[config.mk]
export PLATFORM = sky130hd
export DESIGN_NAME = utf8_or_gbk_detector
export DESIGN_NICKNAME = d
export VERILOG_FILES = /design/src/hdl/udet_pkg.sv /design/src/hdl/utf8_or_gbk_detector.sv /design/src/hdl/udet_in_stage.sv /design/src/hdl/udet_parse.sv
export SDC_FILE = /design/constraint.sdc
export NUM_CORES = 1
export LEC_CHECK = 0
export BUFFER_PORTS_ARGS = -buffer_cell sky130_fd_sc_hd__buf_4
export CAP_MARGIN = 20
export CORE_MARGIN = 1.5
export CORE_UTILIZATION = 40
export CTS_CLUSTER_DIAMETER = 50
export DETAILED_ROUTE_END_ITERATION = 7
export PLACE_DENSITY = 0.61
export SYNTH_ARGS = -nofsm -noshare
export SYNTH_HDL_FRONTEND = slang
export SYNTH_SLANG_ARGS = --single-unit
[constraint.sdc]
create_clock -name clk -period 1.83 [get_ports clk]
set_clock_uncertainty 0.05 [all_clocks]
set_input_delay 0.183 -clock clk [delete_from_list [all_inputs] [get_ports clk]]
set_output_delay 0.183 -clock clk [all_outputs]
set_load 0.05 [all_outputs]
[src/hdl/udet_pkg.sv]
// ----------------------------------------------------------------------------
// udet_pkg: shared types, constants and byte classing for the detector
// Holds the byte-order mark bytes, the word type passed between stages and
// the lead byte classification used by the parse stage.
// ----------------------------------------------------------------------------
`default_nettype none

package udet_pkg;

    localparam logic [7:0] MARK_BYTE0 = 8'hEF;
    localparam logic [7:0] MARK_BYTE1 = 8'hBB;
    localparam logic [7:0] MARK_BYTE2 = 8'hBF;

    localparam logic [7:0] CONT_MASK  = 8'hC0;
    localparam logic [7:0] CONT_CODE  = 8'h80;
    localparam logic [7:0] LEAD2_MASK = 8'hE0;
    localparam logic [7:0] LEAD2_CODE = 8'hC0;
    localparam logic [7:0] LEAD3_MASK = 8'hF0;
    localparam logic [7:0] LEAD3_CODE = 8'hE0;
    localparam logic [7:0] LEAD4_MASK = 8'hF8;
    localparam logic [7:0] LEAD4_CODE = 8'hF0;

    // Count of bytes compared against the mark, saturating here
    localparam logic [1:0] MARK_LEN = 2'd3;

    // One input word as held in the input register
    typedef struct packed {
        logic [7:0] data_byte;
        logic       byte_present;
        logic       end_of_buffer;
    } word_t;

    // Result of classing a lead byte
    typedef struct packed {
        logic       invalid;
        logic [1:0] cont;
    } lead_class_t;

    // Expected mark byte at a given position
    function automatic logic [7:0] mark_byte(input logic [1:0] idx);
        logic [7:0] b;
        unique case (idx)
            2'd0:    b = MARK_BYTE0;
            2'd1:    b = MARK_BYTE1;
            default: b = MARK_BYTE2;
        endcase
        return b;
    endfunction

    // Class a lead byte by its top bits
    function automatic lead_class_t class_lead(input logic [7:0] b);
        lead_class_t c;
        c.invalid = 1'b0;
        c.cont    = 2'd0;
        priority if (b[7] == 1'b0)
        begin
            c.cont = 2'd0;
        end
        else if ((b & LEAD2_MASK) == LEAD2_CODE)
        begin
            c.cont = 2'd1;
        end
        else if ((b & LEAD3_MASK) == LEAD3_CODE)
        begin
            c.cont = 2'd2;
        end
        else if ((b & LEAD4_MASK) == LEAD4_CODE)
        begin
            c.cont = 2'd3;
        end
        else
        begin
            c.invalid = 1'b1;
        end
        return c;
    endfunction

endpackage

`default_nettype wire

[src/hdl/utf8_or_gbk_detector.sv]
// ----------------------------------------------------------------------------
// utf8_or_gbk_detector: classify a byte buffer as UTF-8 or GBK
// A buffer arrives as a stream of words on the input channel, one byte each,
// with end_of_buffer on the last word; a word with byte_present low and
// end_of_buffer high closes the buffer without a byte (alone, an empty
// buffer, judged UTF-8). A word with both low is dropped.
// One verdict word per buffer leaves on the output channel: bom_found when
// the first three bytes are EF BB BF (which forces UTF-8), is_gbk when the
// UTF-8 parse failed or ended inside a sequence.
// The parse stage takes the closing word from the input register, loads
// the verdict into the result register and raises out_valid. Throughput:
// one word per cycle while no closing word waits on a held verdict; the
// input register and result register are split, so the next buffer streams
// in while a verdict waits. When the receiver stalls, only a closing word
// waits in the input register; other words keep flowing into the parse state.
// Reset clears the parse state and both valid bits and sets the mark match.
// ----------------------------------------------------------------------------
`default_nettype none

module utf8_or_gbk_detector
    import udet_pkg::*;
(
    input  wire logic clk,
    input  wire logic rst_n,
    input  wire logic in_valid,
    output logic      in_ready,
    input  wire logic [7:0] data_byte,
    input  wire logic byte_present,
    input  wire logic end_of_buffer,
    output logic      out_valid,
    input  wire logic out_ready,
    output logic      is_gbk,
    output logic      bom_found
);

    logic  advance;
    logic  word_valid;
    word_t word;

    udet_in_stage u_in_stage (
        .clk           (clk),
        .rst_n         (rst_n),
        .in_valid      (in_valid),
        .in_ready      (in_ready),
        .data_byte     (data_byte),
        .byte_present  (byte_present),
        .end_of_buffer (end_of_buffer),
        .advance       (advance),
        .word_valid    (word_valid),
        .word          (word)
    );

    udet_parse u_parse (
        .clk        (clk),
        .rst_n      (rst_n),
        .word_valid (word_valid),
        .word       (word),
        .advance    (advance),
        .out_valid  (out_valid),
        .out_ready  (out_ready),
        .is_gbk     (is_gbk),
        .bom_found  (bom_found)
    );

endmodule

`default_nettype wire

[src/hdl/udet_in_stage.sv]
// ----------------------------------------------------------------------------
// udet_in_stage: input register
// Takes one word per cycle unless the held word waits for the parse stage.
// ----------------------------------------------------------------------------
`default_nettype none

module udet_in_stage
    import udet_pkg::*;
(
    input  wire logic  clk,
    input  wire logic  rst_n,
    input  wire logic  in_valid,
    output logic       in_ready,
    input  wire logic  [7:0] data_byte,
    input  wire logic  byte_present,
    input  wire logic  end_of_buffer,
    input  wire logic  advance,
    output logic       word_valid,
    output word_t      word
);

    logic  valid_reg;
    logic  valid_next;
    word_t word_reg;

    // Take a new word when empty or when the held word moves on
    assign in_ready = !valid_reg || advance;

    always_comb
    begin
        valid_next = valid_reg;
        if (in_ready)
        begin
            valid_next = in_valid;
        end
    end

    // Hold the control bit
    always_ff @(posedge clk or negedge rst_n)
    begin
        if (!rst_n)
        begin
            valid_reg <= 1'b0;
        end
        else
        begin
            valid_reg <= valid_next;
        end
    end

    // Load the payload on acceptance
    always_ff @(posedge clk)
    begin
        if (in_valid && in_ready)
        begin
            word_reg.data_byte     <= data_byte;
            word_reg.byte_present  <= byte_present;
            word_reg.end_of_buffer <= end_of_buffer;
        end
    end

    assign word_valid = valid_reg;
    assign word       = word_reg;

endmodule

`default_nettype wire

[src/hdl/udet_parse.sv]
// ----------------------------------------------------------------------------
// udet_parse: parse state and verdict register
// Updates the mark match and sequence state for each word and loads the
// verdict into the result register on the last word of a buffer.
// ----------------------------------------------------------------------------
`default_nettype none

module udet_parse
    import udet_pkg::*;
(
    input  wire logic  clk,
    input  wire logic  rst_n,
    input  wire logic  word_valid,
    input  wire word_t word,
    output logic       advance,
    output logic       out_valid,
    input  wire logic  out_ready,
    output logic       is_gbk,
    output logic       bom_found
);

    logic [1:0]  pend_reg, pend_next;
    logic        err_reg, err_next;
    logic [1:0]  cnt_reg, cnt_next;
    logic        mark_reg, mark_next;
    logic        out_valid_reg, out_valid_next;
    logic        gbk_reg, gbk_next;
    logic        bom_reg, bom_next;

    logic [1:0]  pend_after;
    logic        err_after;
    logic [1:0]  cnt_after;
    logic        mark_after;
    logic        bom_w;
    logic        bad_w;
    lead_class_t lead;

    // Move on unless a verdict would overwrite one still waiting
    assign advance = word_valid &&
                     (!word.end_of_buffer || !out_valid_reg || out_ready);

    assign lead = class_lead(word.data_byte);

    // Fold the byte into the parse state
    always_comb
    begin
        pend_after = pend_reg;
        err_after  = err_reg;
        cnt_after  = cnt_reg;
        mark_after = mark_reg;
        if (word.byte_present)
        begin
            if (cnt_reg != MARK_LEN)
            begin
                if (word.data_byte != mark_byte(cnt_reg))
                begin
                    mark_after = 1'b0;
                end
                cnt_after = cnt_reg + 2'd1;
            end
            if (pend_reg != 2'd0)
            begin
                if ((word.data_byte & CONT_MASK) != CONT_CODE)
                begin
                    err_after = 1'b1;
                end
                pend_after = pend_reg - 2'd1;
            end
            else if (lead.invalid)
            begin
                err_after = 1'b1;
            end
            else
            begin
                pend_after = lead.cont;
            end
        end
    end

    assign bom_w = (cnt_after == MARK_LEN) && mark_after;
    assign bad_w = err_after || (pend_after != 2'd0);

    // Advance state; clear it after a verdict
    always_comb
    begin
        pend_next      = pend_reg;
        err_next       = err_reg;
        cnt_next       = cnt_reg;
        mark_next      = mark_reg;
        gbk_next       = gbk_reg;
        bom_next       = bom_reg;
        out_valid_next = out_valid_reg && !out_ready;
        if (advance)
        begin
            if (word.end_of_buffer)
            begin
                pend_next      = 2'd0;
                err_next       = 1'b0;
                cnt_next       = 2'd0;
                mark_next      = 1'b1;
                gbk_next       = !bom_w && bad_w;
                bom_next       = bom_w;
                out_valid_next = 1'b1;
            end
            else
            begin
                pend_next = pend_after;
                err_next  = err_after;
                cnt_next  = cnt_after;
                mark_next = mark_after;
            end
        end
    end

    // Hold parse state and result valid
    always_ff @(posedge clk or negedge rst_n)
    begin
        if (!rst_n)
        begin
            pend_reg      <= 2'd0;
            err_reg       <= 1'b0;
            cnt_reg       <= 2'd0;
            mark_reg      <= 1'b1;
            out_valid_reg <= 1'b0;
        end
        else
        begin
            pend_reg      <= pend_next;
            err_reg       <= err_next;
            cnt_reg       <= cnt_next;
            mark_reg      <= mark_next;
            out_valid_reg <= out_valid_next;
        end
    end

    // Hold the verdict payload
    always_ff @(posedge clk)
    begin
        gbk_reg <= gbk_next;
        bom_reg <= bom_next;
    end

    assign out_valid = out_valid_reg;
    assign is_gbk    = gbk_reg;
    assign bom_found = bom_reg;

endmodule

`default_nettype wire

# After elaboration in Yosys (flattened, before gate mapping)
# Index checks and enable logic that the tools add are counted.
totals:
  register_bits: 20
  inputBits: 14
  output_inout_bits: 4
  elab_cells: 68
classes:
  n_addsub: 2
  n_eq_ne: 8
  n_mux: 29
  reduce_logical: 18
ops:
  columns: ["op", "count"]
  rows:
  - ["2-to-1 mux 2 bit", 11]
  - ["2-to-1 mux 8 bit", 2]
  - ["2-to-1 mux 1 bit", 15]
  - ["one-hot mux 7 bit (2 select lines)", 1]
  - ["inequality test 8 bit", 1]
  - ["equality test 5 bit, second input constant", 1]
  - ["logical AND 1 bit", 5]
  - ["zero test 1 bit", 5]
  - ["equality test 4 bit, second input constant", 1]
  - ["logical OR 1 bit", 4]
  - ["inequality test 2 bit, second input constant", 2]
  - ["nonzero test 2 bit", 2]
  - ["equality test 3 bit, second input constant", 1]
  - ["adder 2 x 1 -> 2 bit, second input constant", 1]
  - ["equality test 2 x 1 -> 1 bit, second input constant", 1]
  - ["equality test 2 bit, second input constant", 1]
  - ["zero test 2 bit", 1]
  - ["AND reduction 2 bit", 1]
  - ["subtractor 2 x 1 -> 2 bit, second input constant", 1]

# Depth between registers and ports, before layout
logic_depth:
  ltp_word: 11
  mapped_depth: 5
  mapped_depth_nobuf: 4

# Cells and area by module
# Synthesis repeated with hierarchy kept, for this count alone.
hier_totals:
  hier_cells: 80
  hier_area_um2: 930.9
modules_own_cells:
  columns: ["module", "n_inst", "cells_each", "area_each_um2", "seq_area_each_um2"]
  rows:
  - ["udet_parse", 1, 66, 576.8, 236.5]
  - ["udet_in_stage", 1, 14, 354.1, 325.3]

# Worst setup path after synthesis
# No wires, ideal clock.
synth_path:
  path_type: "register to register"
  from: "register u_parse.out_valid_reg (netlist: u_parse.out_valid)"
  to: "register u_in_stage.word_reg (netlist bit u_in_stage.word[0]), enable pin"
  setup_ns: 0.289
  arrival_ns: 1.781
  t_required_ns: 1.491
  slack_ns: -0.290
  stages_incl_launch_ff: 4
  path_buffers: 0
  synth_period_minus_slack_ns: 2.120
  cell_sequence: "dfrtp_1 nor2b_1 nand3_1 and2_1"
synth_between:
  elab_chain_len: 6
synth_rtl:
  columns: ["element", "line_no", "rtl"]
  rows:
  - ["from (decl)", "udet_parse.sv:26", "logic out_valid_reg, out_valid_next;"]
  - ["from (signal assigned)", "udet_parse.sv:132", "out_valid_reg <= out_valid_next;"]
  - ["zero test 1 bit", "udet_parse.sv:40", "(!word.end_of_buffer || !out_valid_reg || out_ready);"]
  - ["logical OR 1 bit (2 in series)", "udet_parse.sv:40", null]
  - ["logical AND 1 bit", "udet_parse.sv:39", "assign advance = word_valid &&"]
  - ["logical OR 1 bit", "udet_in_stage.sv:27", "assign in_ready = !valid_reg || advance;"]
  - ["net in_ready", "utf8_or_gbk_detector.sv:26", "output logic in_ready,"]
  - ["logical AND 1 bit", "udet_in_stage.sv:54", "if (in_valid && in_ready)"]
  - ["to (decl)", "udet_in_stage.sv:24", "word_t word_reg;"]
# The timed path passes the listed nets, and every way through them passes these cells.
# A chain may end at the register's enable or synchronous reset.

# Final worst setup path
layout_path:
  from: "register u_parse.out_valid_reg (netlist: u_parse.out_valid)"
  to: "register u_in_stage.word_reg (netlist bit u_in_stage.word[3]), enable pin"
layout_between:
  elab_chain_len: 6
layout_rtl:
  columns: ["element", "line_no"]
  rows:
  - ["zero test 1 bit", "udet_parse.sv:40"]
  - ["logical OR 1 bit (2 in series)", "udet_parse.sv:40"]
  - ["logical AND 1 bit", "udet_parse.sv:39"]
  - ["logical OR 1 bit", "udet_in_stage.sv:27"]
  - ["logical AND 1 bit", "udet_in_stage.sv:54"]
# No other way between the ends.

==> results.txt <==
----------------------------------------------------
[Synthesis]
  Number of enable flip-flop cells after synthesis ... 12
  Number of warnings issued by yosys ... 0
  Most area-consuming cells after synthesis ... sky130_fd_sc_hd__edfxtp_1 40%, sky130_fd_sc_hd__dfrtp_1 19%, sky130_fd_sc_hd__nand2_1 5.8%, sky130_fd_sc_hd__a21oi_1 3.3%, sky130_fd_sc_hd__dfstp_2 2.9%
  Asr flop ratio synth ... about two fifths
  Top-count cell post-synth ... sky130_fd_sc_hd__nand2_1
  Synth area leader ... sky130_fd_sc_hd__edfxtp_1
  Number of cells produced by synthesis ... 82
  Synthesized netlist net count ... 96
  Cell area after technology mapping ... ~900 um2
  Dominant synthesized flop cell ... sky130_fd_sc_hd__edfxtp_1
  Register bit count reported by yosys ... 20
  Portion of synthesized cell area occupied by the leading cell type ... 40.0%
  Syn_area_per_cell ... 11.0 um2
  Count of distinct cell types in the synthesized netlist ... 26
  Register area share after synthesis ... 62.4%
  Top cells by instance count after synthesis ... 14 x sky130_fd_sc_hd__nand2_1, 12 x sky130_fd_sc_hd__edfxtp_1, 7 x sky130_fd_sc_hd__dfrtp_1

[Min path]
  Hold path cells ... 2
  Worst-case hold path end point ... u_in_stage.word_valid
  Worst min-delay path category ... input pin to flip-flop
  Hold path start ... in_valid

[Finish]
  Antenna diode count ... 0
  Number of flip-flops under the largest register name ... 10
  Growth of design area from synthesis to finish ... 33.1%
  Total number of nets in the final design ... about 130
  Fraction of layout cells with a size suffix above 1 ... 22.3%

[Timing]
  Number of failing setup endpoints in the final timing report ... 0
  RSZ-0062 raised after global routing ... no
  Setup TNS ... 0 ns
  Count of final hold-check violations ... 0
  Final Max Slew Viols ... 0
  Fmax ... 0.675 GHz
  Transition time at the pin with the least slew margin ... 0.452 ns
  Rel. slew slack ... a little over two thirds
  Final Cycle Share ... 81.0%
  Worst hold-check slack ... 0.0402 ns
  Fin crit period ... 1.48 ns

[Critical path]
  Number of cell instances on the worst register-to-register path ... 3
  Max stage delay cell, worst path ... sky130_fd_sc_hd__dfrtp_2
  Required time of the worst setup path ... 1.73 ns
  Startpoint type of the worst setup path ... flip-flop
  Critical setup path kind ... flip-flop to flip-flop
  Worst EP arrival ... 1.39 ns
  Kind of end point of the critical path ... flip-flop
  Setup slack on the worst flop-to-flop path ... 0.35 ns
  Top fanout value on the critical path ... 10
  Endpoint of the lowest-slack register-to-register path ... u_in_stage.word[3]
  Delay contributed by the slowest stage of the critical path ... roughly 0.42 ns
  Cells along the critical path ... nor2b_1 -> nand3_2 -> and2_1
  Worst R2R Start ... u_parse.out_valid

[GRT]
  Initial antenna violation count ... 0
  Number of global-route vias before repair ... 693
  Overall Global Routing Usage ... 16.1%
  Grt total ovfl ... 0
  First-pass GRT wire length ... between 2000 and 3000 um
  Pin count of the biggest net entering global routing ... 12

[Placed design]
  Dpl hpwl ... 1250 um
  Routability cong. ... 0.756
  I/O Buffers ... 17

[Routing]
  First-pass detailed-route iteration total ... 4
  Via count ... 717
  Met3 WL ... 65 um
  DRT Wirelength ... 1740 um
  Post-DR wirelength/cell ... 12.5 um
  Met1 wire length ... 818 um
  Starting DRC count in detailed routing ... 20
  Post-route DRC ... 0
  Mean number of vias per cell ... 5.16
  Met2 Routed Length ... 844 um
  Number of routed nets with antenna violations ... 0
  Highest metal used ... met4

[Clock network]
  Reg clk slew, reported paths ... 0.10 ns
  Clock Tree Root ... sky130_fd_sc_hd__clkbuf_4
  Latest clock arrival within the worst-skew pair ... 0.29 ns
  Htree depth ... 1
  Post-CTS Setup Bufs ... 0
  Clock Tree Buf Depth ... 2
  Num Clock Sinks ... 20
  CTS tree ... done
  CTS buffer count ... 3

[Run]
  Number of maximum-capacitance constraint violations ... 0

[Floorplanning]
  I/O pins ... 18
  Cell Rows ... 16
  Floorplan die width ... just over 50 um
  Initial core utilization ... 44.1%
  Core Footprint ... about 0.002 mm2
  Die height ... 50.5 um
  Die outline area ... 0.00255 mm2

[Pwr]
  Pwr dens ... 793 mW/mm2
  Peak VDD IR ... 0.719 mV
  Leak Pwr ... ~0.5 nW

[Run status]
  Run status ... complete, no violations

----------------------------------------------------
[power breakdown]
| part | internal [mW] | switching (mW) | leakage (nW) |
|---|---|---|---|
| registers | 0.529 | 0.0447 | 0.215 |
| logic | 0.0844 | 0.0879 | 0.260 |
| clock network | 0.0794 | 0.125 | 0.0154 |
[through the flow]
stage / utilization, % / area, um2 / worst slack, ns / instances / power (mW)
2_1_floorplan: - / 907 / 0.0451 / 82 / 0.677
3_3_place_gp: 52.0 / 1060 / 0.377 / 124 / 0.733
3_5_place_dp: 52.0 / 1060 / 0.335 / 124 / 0.739
4_1_cts: 56.7 / 1160 / 0.317 / 135 / 0.954
5_1_grt: 58.7 / 1200 / 0.218 / 139 / 1.01
6_report: 58.7 / 1200 / 0.348 / 139 / 0.950
[cells by family (layout without fill, tap and decap cells)]
kind of cell / count (synthesis) / after routing / synth area share [%]
flops: 20 / 20 / 62.4
mux: 1 / 1 / 1.11
simple gates: 36 / 36 / 20.4
buf+inv: 6 / 36 / 2.78
compound gates: 19 / 19 / 13.3
[cells in the final DEF (no fill, tap or decap), drive strengths merged, types with 4 or more instances in the layout]
cell,count
buf,18
nand2,14
edfxtp,12
dlygate4sd3,11
dfrtp,7
a21oi,6
nor2,5
nor3,4
o21ai,4
[what timing repair did]
item / in CTS / in global routing
hold buffers: 7 / 4
gates resized for setup: 0 / 0
endpoints found under the hold margin: 14 / 4
[worst max-delay path: cells and delay by family, from the launching register on]
family | cells | cell delay, ns
AND/OR/NAND/NOR | 3 | 0.66
flip-flops | 1 | 0.42
[worst max-delay path by stage]
stage	start	endpoint	slack [ns]
2_1_floorplan	u_parse.out_valid	u_in_stage.word[0]	0.05
3_3_place_gp	u_parse.out_valid	u_in_stage.word[4]	0.38
3_5_place_dp	u_parse.out_valid	u_in_stage.word[7]	0.34
4_1_cts	u_parse.out_valid	u_in_stage.word[4]	0.32
5_1_grt	u_parse.out_valid	u_in_stage.word[4]	0.22
6_report	u_parse.out_valid	u_in_stage.word[3]	0.35
[final cells by class]
class / count / area [um2]
fill: 193 / 843
sequential: 20 / 563
multi-input combinational: 56 / 319
timing repair buffer: 29 / 245
tap: 27 / 33.8
clock buffer: 3 / 22.5
inverter: 3 / 11.3
clock inverter: 1 / 3.75
[per-layer routing]
| metal | track usage [%] | vias up |
|---|---|---|
| li1 | - | 362 |
| met1 | 21.5 | 342 |
| met2 | 25.4 | 11 |
| met3 | 5.36 | 2 |
| met4 | 4.05 | 0 |
| met5 | 0 | - |
Power figures use the tool's default switching activity.
